[src/design/multi_node_heartbeat_monitor_defines.svh]
// Assertion macros shared by the heartbeat monitor modules.
`ifndef MULTI_NODE_HEARTBEAT_MONITOR_DEFINES_SVH
`define MULTI_NODE_HEARTBEAT_MONITOR_DEFINES_SVH

// Same-cycle implication, checked on clk and held off while rst_n is low.
`define MNHB_ASSERT_IMP(lbl, ante, cons, msg) \
  lbl: assert property (@(posedge clk) disable iff (!rst_n) (ante) |-> (cons)) \
    else $error(msg);

// Next-cycle implication, checked on clk and held off while rst_n is low.
`define MNHB_ASSERT_NXT(lbl, ante, cons, msg) \
  lbl: assert property (@(posedge clk) disable iff (!rst_n) (ante) |=> (cons)) \
    else $error(msg);

`endif

[src/design/mnhb_pkg.sv]
// Types, constants and helpers shared by the heartbeat monitor modules.
package mnhb_pkg;

  // Number of monitored nodes; the result masks show the first three.
  localparam int NODE_COUNT = 3;
  localparam int MASK_W     = 3;

  // Saturation limits and status byte decode values.
  localparam logic [15:0] SILENCE_MAX   = 16'hFFFF;
  localparam logic [7:0]  COUNT_MAX     = 8'hFF;
  localparam logic [3:0]  MODE_DEGRADED = 4'h2;
  localparam logic [3:0]  MODE_LIMP     = 4'h3;
  localparam logic [2:0]  MULTI_FAULT   = 3'd2;
  localparam int          BRAKE_BIT     = 1;

  // Register reset values.
  localparam logic [15:0] TIMEOUT_RST  = 16'd15;
  localparam logic [7:0]  CONFIRM_RST  = 8'd5;
  localparam logic [7:0]  RECOVERY_RST = 8'd3;
  localparam logic [15:0] GRACE_RST    = 16'd100;
  localparam logic [7:0]  DEGRADED_RST = 8'd10;
  localparam logic [7:0]  ESCALATE_RST = 8'd5;
  localparam logic [2:0]  BRAKE_RST    = 3'd1;

  typedef enum logic [1:0] {
    ACT_TICK    = 2'd0,
    ACT_ARRIVAL = 2'd1,
    ACT_CHECK   = 2'd2,
    ACT_UNUSED  = 2'd3
  } action_t;

  typedef enum logic [2:0] {
    REG_TIMEOUT    = 3'd0,
    REG_CONFIRM    = 3'd1,
    REG_RECOVERY   = 3'd2,
    REG_GRACE      = 3'd3,
    REG_DEGRADED   = 3'd4,
    REG_ESCALATE   = 3'd5,
    REG_BRAKE_NODE = 3'd6
  } cfg_reg_t;

  typedef struct packed {
    action_t     action;
    logic [2:0]  node_index;
    logic [7:0]  status_byte;
  } mnhb_in_t;

  typedef struct packed {
    logic [2:0] timed_out_mask;
    logic [2:0] confirmed_mask;
    logic       any_confirmed;
    logic [2:0] content_fault_mask;
    logic       brake_fault;
    logic       grace_active;
  } mnhb_out_t;

  typedef struct packed {
    logic [15:0] timeout_ticks;
    logic [7:0]  confirm_ticks;
    logic [7:0]  recovery_needed;
    logic [7:0]  degraded_limit;
    logic [7:0]  escalate_limit;
    logic [2:0]  brake_node;
  } cfg_t;

  // Per-node command decoded from one request.
  typedef struct packed {
    logic       tick;
    logic       arrival;
    logic       check;
    logic [7:0] status_byte;
  } node_cmd_t;

  // Per-node flags that feed the result.
  typedef struct packed {
    logic timed_out;
    logic confirmed;
    logic content_fault;
    logic brake_bit;
  } node_flags_t;

  function automatic logic [7:0] sat_inc8(input logic [7:0] v);
    return (v != COUNT_MAX) ? v + 8'd1 : v;
  endfunction

endpackage

[src/design/mnhb_cfg.sv]
// Configuration registers and the startup grace counter.
module mnhb_cfg import mnhb_pkg::*; (
  input  logic        clk,
  input  logic        rst_n,
  input  logic        wr_en,
  input  logic [2:0]  wr_index,
  input  logic [15:0] wr_data,
  input  logic        tick_adv,
  output cfg_t        cfg,
  output logic        grace_zero,
  output logic        grace_active_nxt
);

  cfg_t        cfg_r, cfg_nxt;
  logic [15:0] grace_r, grace_nxt;

  // Register writes and the grace countdown; a grace write also reloads the countdown.
  always_comb begin
    cfg_nxt   = cfg_r;
    grace_nxt = grace_r;
    if (tick_adv && (grace_r != 16'd0)) begin
      grace_nxt = grace_r - 16'd1;
    end
    if (wr_en) begin
      case (cfg_reg_t'(wr_index))
        REG_TIMEOUT:    cfg_nxt.timeout_ticks   = wr_data;
        REG_CONFIRM:    cfg_nxt.confirm_ticks   = wr_data[7:0];
        REG_RECOVERY:   cfg_nxt.recovery_needed = wr_data[7:0];
        REG_GRACE:      grace_nxt               = wr_data;
        REG_DEGRADED:   cfg_nxt.degraded_limit  = wr_data[7:0];
        REG_ESCALATE:   cfg_nxt.escalate_limit  = wr_data[7:0];
        REG_BRAKE_NODE: cfg_nxt.brake_node      = wr_data[2:0];
        default:        cfg_nxt                 = cfg_r;
      endcase
    end
  end

  always_ff @(posedge clk) begin
    if (!rst_n) begin
      cfg_r.timeout_ticks   <= TIMEOUT_RST;
      cfg_r.confirm_ticks   <= CONFIRM_RST;
      cfg_r.recovery_needed <= RECOVERY_RST;
      cfg_r.degraded_limit  <= DEGRADED_RST;
      cfg_r.escalate_limit  <= ESCALATE_RST;
      cfg_r.brake_node      <= BRAKE_RST;
      grace_r               <= GRACE_RST;
    end else begin
      cfg_r   <= cfg_nxt;
      grace_r <= grace_nxt;
    end
  end

  assign cfg              = cfg_r;
  assign grace_zero       = (grace_r == 16'd0);
  assign grace_active_nxt = (grace_nxt != 16'd0);

endmodule

[src/design/mnhb_node.sv]
// State and update logic of one monitored node.
`include "multi_node_heartbeat_monitor_defines.svh"

module mnhb_node import mnhb_pkg::*; (
  input  logic        clk,
  input  logic        rst_n,
  input  logic        en,
  input  node_cmd_t   cmd,
  input  cfg_t        cfg,
  output node_flags_t flags_nxt
);

  logic [15:0] silence_r, silence_nxt;
  logic        timed_out_r, timed_out_nxt;
  logic [7:0]  confirm_r, confirm_nxt;
  logic        confirmed_r, confirmed_nxt;
  logic [7:0]  recovery_r, recovery_nxt;
  logic [7:0]  degraded_r, degraded_nxt;
  logic [7:0]  escalate_r, escalate_nxt;
  logic        content_fault_r, content_fault_nxt;
  logic [3:0]  fault_bits_r, fault_bits_nxt;

  // Next-state logic for tick, arrival and content check.
  always_comb begin
    logic [15:0] sil_inc;
    logic [7:0]  cc_inc;
    logic [7:0]  rc_inc;
    logic [3:0]  mode;
    logic [3:0]  faults;
    logic [2:0]  fault_cnt;

    silence_nxt       = silence_r;
    timed_out_nxt     = timed_out_r;
    confirm_nxt       = confirm_r;
    confirmed_nxt     = confirmed_r;
    recovery_nxt      = recovery_r;
    degraded_nxt      = degraded_r;
    escalate_nxt      = escalate_r;
    content_fault_nxt = content_fault_r;
    fault_bits_nxt    = fault_bits_r;

    sil_inc   = (silence_r != SILENCE_MAX) ? silence_r + 16'd1 : silence_r;
    cc_inc    = sat_inc8(confirm_r);
    rc_inc    = sat_inc8(recovery_r);
    mode      = cmd.status_byte[3:0];
    faults    = cmd.status_byte[7:4];
    fault_cnt = 3'($countones(faults));

    if (en && cmd.tick && !confirmed_r) begin
      // Silence grows; at the timeout the node is marked, then confirmation counts.
      silence_nxt = sil_inc;
      if (sil_inc >= cfg.timeout_ticks) begin
        if (!timed_out_r) begin
          timed_out_nxt = 1'b1;
          confirm_nxt   = 8'd0;
        end else begin
          recovery_nxt = 8'd0;
          confirm_nxt  = cc_inc;
          if (cc_inc >= cfg.confirm_ticks) begin
            confirmed_nxt = 1'b1;
          end
        end
      end
    end else if (en && cmd.arrival) begin
      // A heartbeat clears silence and may cancel an unconfirmed timeout.
      silence_nxt = 16'd0;
      if (!confirmed_r && timed_out_r) begin
        if (rc_inc >= cfg.recovery_needed) begin
          timed_out_nxt = 1'b0;
          confirm_nxt   = 8'd0;
          recovery_nxt  = 8'd0;
        end else begin
          recovery_nxt = rc_inc;
        end
      end
    end else if (en && cmd.check) begin
      // Content check: run lengths of degraded modes and multi-bit faults.
      fault_bits_nxt = faults;
      degraded_nxt   = ((mode == MODE_DEGRADED) || (mode == MODE_LIMP)) ?
                       sat_inc8(degraded_r) : 8'd0;
      escalate_nxt   = (fault_cnt >= MULTI_FAULT) ? sat_inc8(escalate_r) : 8'd0;
      if ((degraded_nxt >= cfg.degraded_limit) || (escalate_nxt >= cfg.escalate_limit)) begin
        content_fault_nxt = 1'b1;
      end
    end
  end

  always_ff @(posedge clk) begin
    if (!rst_n) begin
      silence_r       <= 16'd0;
      timed_out_r     <= 1'b0;
      confirm_r       <= 8'd0;
      confirmed_r     <= 1'b0;
      recovery_r      <= 8'd0;
      degraded_r      <= 8'd0;
      escalate_r      <= 8'd0;
      content_fault_r <= 1'b0;
      fault_bits_r    <= 4'd0;
    end else begin
      silence_r       <= silence_nxt;
      timed_out_r     <= timed_out_nxt;
      confirm_r       <= confirm_nxt;
      confirmed_r     <= confirmed_nxt;
      recovery_r      <= recovery_nxt;
      degraded_r      <= degraded_nxt;
      escalate_r      <= escalate_nxt;
      content_fault_r <= content_fault_nxt;
      fault_bits_r    <= fault_bits_nxt;
    end
  end

  assign flags_nxt.timed_out     = timed_out_nxt;
  assign flags_nxt.confirmed     = confirmed_nxt;
  assign flags_nxt.content_fault = content_fault_nxt;
  assign flags_nxt.brake_bit     = fault_bits_nxt[BRAKE_BIT];

  // A confirmed fault stays latched until reset.
  `MNHB_ASSERT_NXT(a_confirmed_latched, confirmed_r, confirmed_r, "confirmed fault was cleared")
  // A content fault stays latched until reset.
  `MNHB_ASSERT_NXT(a_content_latched, content_fault_r, content_fault_r, "content fault was cleared")
  // Confirmation is only reached from the timed-out state, which it then freezes.
  `MNHB_ASSERT_IMP(a_confirmed_timed_out, confirmed_r, timed_out_r, "confirmed without timeout")

endmodule

[src/design/multi_node_heartbeat_monitor.sv]
// Heartbeat monitor top level: request register, node updates, result register.
// The block takes one request per clock while in_stall is low. Each request is held
// in the request register until the result register is free; then every node updates
// in parallel and the result is loaded into the result register. out_stall holds the
// result register; in_stall rises only when a request waits behind a stalled result.
// Configuration writes are always ready and must be issued while no request is
// in flight; a grace_ticks write also reloads the startup grace countdown.
`include "multi_node_heartbeat_monitor_defines.svh"

module multi_node_heartbeat_monitor import mnhb_pkg::*; (
  input  logic        clk,
  input  logic        rst_n,
  input  logic        in_valid,
  output logic        in_stall,
  input  mnhb_in_t    in_data,
  output logic        out_valid,
  input  logic        out_stall,
  output mnhb_out_t   out_data,
  input  logic        cfg_valid,
  output logic        cfg_ready,
  input  logic [2:0]  cfg_index,
  input  logic [15:0] cfg_data
);

  logic        s1_valid_r, s1_valid_nxt;
  mnhb_in_t    s1_data_r;
  logic        out_valid_r, out_valid_nxt;
  mnhb_out_t   out_data_r, out_data_nxt;
  logic        accept;
  logic        advance;
  logic        is_tick;
  cfg_t        cfg;
  logic        grace_zero;
  logic        grace_active_nxt;
  node_cmd_t   node_cmd [NODE_COUNT];
  node_flags_t node_flags [NODE_COUNT];

  // Handshake: the request moves on whenever the result register is free.
  assign advance  = s1_valid_r && (!out_valid_r || !out_stall);
  assign in_stall = s1_valid_r && out_valid_r && out_stall;
  assign accept   = in_valid && !in_stall;
  assign is_tick  = (s1_data_r.action == ACT_TICK);

  assign cfg_ready = 1'b1;

  mnhb_cfg u_cfg (
    .clk              (clk),
    .rst_n            (rst_n),
    .wr_en            (cfg_valid),
    .wr_index         (cfg_index),
    .wr_data          (cfg_data),
    .tick_adv         (advance && is_tick),
    .cfg              (cfg),
    .grace_zero       (grace_zero),
    .grace_active_nxt (grace_active_nxt)
  );

  // One node instance per monitored node; out-of-range indices match none.
  for (genvar n = 0; n < NODE_COUNT; n++) begin : g_node
    assign node_cmd[n].tick        = is_tick && grace_zero;
    assign node_cmd[n].arrival     = (s1_data_r.action == ACT_ARRIVAL) &&
                                     (s1_data_r.node_index == 3'(n));
    assign node_cmd[n].check       = (s1_data_r.action == ACT_CHECK) &&
                                     (s1_data_r.node_index == 3'(n));
    assign node_cmd[n].status_byte = s1_data_r.status_byte;

    mnhb_node u_node (
      .clk       (clk),
      .rst_n     (rst_n),
      .en        (advance),
      .cmd       (node_cmd[n]),
      .cfg       (cfg),
      .flags_nxt (node_flags[n])
    );
  end

  // Result assembly from the updated node state.
  always_comb begin
    out_data_nxt = '0;
    for (int n = 0; n < NODE_COUNT; n++) begin
      if (n < MASK_W) begin
        out_data_nxt.timed_out_mask[n]     = node_flags[n].timed_out;
        out_data_nxt.confirmed_mask[n]     = node_flags[n].confirmed;
        out_data_nxt.content_fault_mask[n] = node_flags[n].content_fault;
      end
      if (node_flags[n].confirmed) begin
        out_data_nxt.any_confirmed = 1'b1;
      end
      if (cfg.brake_node == 3'(n)) begin
        out_data_nxt.brake_fault = node_flags[n].brake_bit;
      end
    end
    out_data_nxt.grace_active = grace_active_nxt;
  end

  // Valid flags for the request and result registers.
  always_comb begin
    s1_valid_nxt = s1_valid_r;
    if (accept) begin
      s1_valid_nxt = 1'b1;
    end else if (advance) begin
      s1_valid_nxt = 1'b0;
    end
    out_valid_nxt = advance || (out_valid_r && out_stall);
  end

  always_ff @(posedge clk) begin
    if (!rst_n) begin
      s1_valid_r  <= 1'b0;
      out_valid_r <= 1'b0;
    end else begin
      s1_valid_r  <= s1_valid_nxt;
      out_valid_r <= out_valid_nxt;
    end
  end

  // Payload registers.
  always_ff @(posedge clk) begin
    if (accept) begin
      s1_data_r <= in_data;
    end
    if (advance) begin
      out_data_r <= out_data_nxt;
    end
  end

  assign out_valid = out_valid_r;
  assign out_data  = out_data_r;

  // A request that moves on always lands in the result register.
  `MNHB_ASSERT_NXT(a_advance_lands, advance, out_valid_r, "advanced request lost")
  // Input stall only when a request is actually held.
  `MNHB_ASSERT_IMP(a_stall_held, in_stall, s1_valid_r && out_valid_r, "stall without held request")
  // With all nodes visible, the any flag matches the confirmed mask.
  `MNHB_ASSERT_IMP(a_any_matches, out_valid_r,
    (NODE_COUNT > MASK_W) || (out_data_r.any_confirmed == (|out_data_r.confirmed_mask)),
    "any_confirmed disagrees with confirmed_mask")

endmodule
[config.mk]
export PLATFORM = sky130hd
export DESIGN_NAME = multi_node_heartbeat_monitor
export DESIGN_NICKNAME = d
export VERILOG_FILES = /design/src/design/mnhb_pkg.sv /design/src/design/mnhb_cfg.sv /design/src/design/mnhb_node.sv /design/src/design/multi_node_heartbeat_monitor.sv
export VERILOG_INCLUDE_DIRS = /design/src /design/src/design
export SDC_FILE = /design/constraint.sdc
export NUM_CORES = 1
export LEC_CHECK = 0
export BUFFER_PORTS_ARGS = -buffer_cell sky130_fd_sc_hd__clkbuf_2
export CORE_ASPECT_RATIO = 1.1
export CORE_MARGIN = 2
export CORE_UTILIZATION = 24
export CTS_BUF_LIST = sky130_fd_sc_hd__clkbuf_4
export DETAILED_ROUTE_END_ITERATION = 6
export PLACE_DENSITY_LB_ADDON = 0.05
export SLEW_MARGIN = 20
export SYNTH_ARGS = -nofsm -noshare
export SYNTH_HDL_FRONTEND = slang
export SYNTH_SLANG_ARGS = --single-unit
[constraint.sdc]
create_clock -name clk -period 10.9 [get_ports clk]
set_input_delay 2.18 -clock clk [delete_from_list [all_inputs] [get_ports clk]]
set_output_delay 2.18 -clock clk [all_outputs]
set_load 0.005 [all_outputs]
==> results.json <==
{
  "cts-root-buf": "clkbuf_4",
  "synth.top_cell.area_share_pct": 28.1,
  "ir_worst_vdd_mv": 0.0538,
  "start_util_pct": 24.2,
  "synth_top_area_cell": "dfxtp_1",
  "ioPinCount": 52,
  "row_count": 99,
  "worst-endpoint-arrival_ps": 2630,
  "routed_wl_um": 54000,
  "cts_max_path_buffers": 3,
  "dieArea_um2": 68800,
  "overflow": 0,
  "clk_pin_slew_ps": 50,
  "viasPerCell": 4.82,
  "tns_ps": 0,
  "firstDrtPassIters": 5,
  "synth.yosys.seq_area_share_pct": 32.6,
  "rsz0062_at_grt": "false",
  "place.gp.congestion": 0.763,
  "num_vias": 14500,
  "crit_type": "in -> out",
  "post_cts_resized": 0,
  "fin_worst_skew_ps": 52.3,
  "fmax_mhz": 208,
  "grt_pass1_wl_um": 83700,
  "grt_start_max_net_pins": 81,
  "setup_violations": 0,
  "numPortBuffers": 49,
  "slew_headroom_pct": 32.3,
  "post_cts.repair.setup_buffers": 0,
  "fp.dieW_um": 250,
  "slew_viol_final": 0,
  "final_util_pct": 27.6,
  "leakage_nw": 7.36,
  "synthCells": 2011,
  "crit_fanout": 3,
  "antenna_left": 0,
  "drive_above_1_share_pct": 11.5,
  "hold_start": "u_cfg.cfg[41]",
  "ys_types": 75,
  "worst_setup_path_start_kind": "primary input",
  "area_growth_pct": 14.0,
  "grtUsageTotal_pct": 15.7,
  "finalWorstPathRequiredPeriod_ps": 4810,
  "die_y_um": 275,
  "stdcell_area_um2": 18300,
  "hold_buffers": 0,
  "maxCapViolCount": 0,
  "cts_buffers": 82,
  "synth_area_leaders": "dfxtp_1, ha_1, nand2_1",
  "synth_most_common_cell": "nand2_1",
  "reg2reg_from": "g_node[1].u_node.silence_r[3]",
  "core-area_um2": 66100,
  "hold_ws_ps": 454,
  "synth_ff_type": "dfxtp_1",
  "setup.worst_path.end_class": "output pin",
  "async_flop_share_pct": 0,
  "nFillCells": 7288,
  "postSynthAreaPerCell_um2": 7.97,
  "drt-wirelength-per-cell_um": 18.0,
  "status": "completed",
  "finalCritPeriodShare_pct": 44.1,
  "worst_pin_slew_ps": 1020,
  "clock_latency_ps": 800,
  "ys_ff_latch": 249,
  "h-tree-depth": 3,
  "place_hpwl_um": 38400,
  "synthesis.nets": 2211,
  "dpl_cell_area_um2": 17200,
  "pwr_density_cell_nw_per_um2": 114,
  "worstPathRequired_ps": 8720,
  "antenna_found_initial": 6,
  "ys.warnings.count": 0,
  "hold_path.class": "reg -> reg",
  "drtIter0Drc": 606,
  "nets": 2286,
  "syn_area_um2": 16000,
  "clkSinkCount": 249,
  "crit_start": "out_stall",
  "cts_tree": "built",
  "synth.top_cells.by_count": "nand2_1, dfxtp_1, nor2_1",
  "drc_errors": 0,
  "first_global_vias": 14100,
  "finalHoldViolCount": 0,
  "synth_edf_count": 24
}
metal layers:
metal  vias to the layer above  routed length, um  global-route usage [%]
li1                       7421                  -                       -
met1                      6798              25300                    19.9
met2                       202              25700                    27.0
met3                        76               2020                    3.07
met4                         4                969                    4.76
met5                         -                 27                       0
flip-flops by register name (all words and copies together), names as in the netlist, 5 cells and up:
signal                    cells
g_node.u_node.confirm_r      24
g_node.u_node.degraded_r     24
g_node.u_node.escalate_r     24
g_node.u_node.recovery_r     24
g_node.u_node.silence_r      48
node_cmd                      7
out_data                     12
s1_data_r                     5
u_cfg.cfg                    51
u_cfg.grace_r                16
stage by stage:
stage	setup slack [ps]	cells	power [mW]
2_1_floorplan	6350	2011	1.05
3_3_place_gp	5920	2859	1.11
3_5_place_dp	5900	2859	1.11
4_1_cts	6090	3004	2.15
5_1_grt	5860	3007	2.22
6_report	6090	3007	2.09
critical path: stages:
cell and delay, ps:
clkbuf_2 110, and3_1 210, clkbuf_2 130
cell type report:
type	instances	area [um^2]	area share (%)
Multi-Input combinational cell	1622	10300	56.4
Inverter	62	235	1.29
Clock inverter	16	65.1	0.356
Timing Repair Buffer	69	398	2.18
Sequential cell	249	5230	28.6
Antenna cell	2	5.00	0.0274
Clock buffer	129	968	5.30
Tap cell	858	1070	5.88
final timing paths:
kind	to	slack, ps	cells past startpoint
worst min register to register	u_cfg.cfg[41]	450	2
worst max-delay path	in_stall	6090	3
worst min-delay path	u_cfg.cfg[41]	450	2
worst max register to register	g_node[1].u_node.confirm_r[2]	6230	14
layout by cell type (no fill, tap or decap), types with 14 or more instances in the layout:
cell      Yosys  routed
ha_1        162     162
buf_4         1      20
a21oi_1     162     162
edfxtp_1     24      24
o211ai_1     15      15
o21ai_0     100     100
mux2i_1      36      36
clkbuf_2      1      48
a32o_1       14      14
nand2b_1     22      22
nand4_1      41      41
xor2_1       30      30
clkbuf_4      0     130
inv_1        61      61
nand3_1     111     111
o21a_1       27      27
nor3_1       41      38
nor2_1      186     183
or3_1        17      17
a21o_1       21      21
nor4_1       19      19
dfxtp_1     225     225
and3_1       42      42
nand2_1     319     319
and2_1       26      26
xnor2_1      59      59
cell families after synthesis:
family                     count (synthesis)  share of synthesized area [%]
adders and majority gates                163                           12.8
other                                      1                         0.0234
DFF                                      249                           32.6
buffers and inverters                    140                           3.36
and+or+nand+nor                          883                           26.1
muxes                                     45                           2.91
xor gates and xnor gates                  89                           4.87
AOI/OAI and AO/OA                        441                           17.3
power by group:
| part | internal (mW) | switching, mW | total (mW) | leakage, nW |
|---|---|---|---|---|
| Sequential | 0.936 | 0.00798 | 0.944 | 2.04 |
| Clock | 0.532 | 0.474 | 1.01 | 0.633 |
| Combinational | 0.0415 | 0.0984 | 0.140 | 4.68 |
No activity file was read; power rests on OpenSTA's default activity.
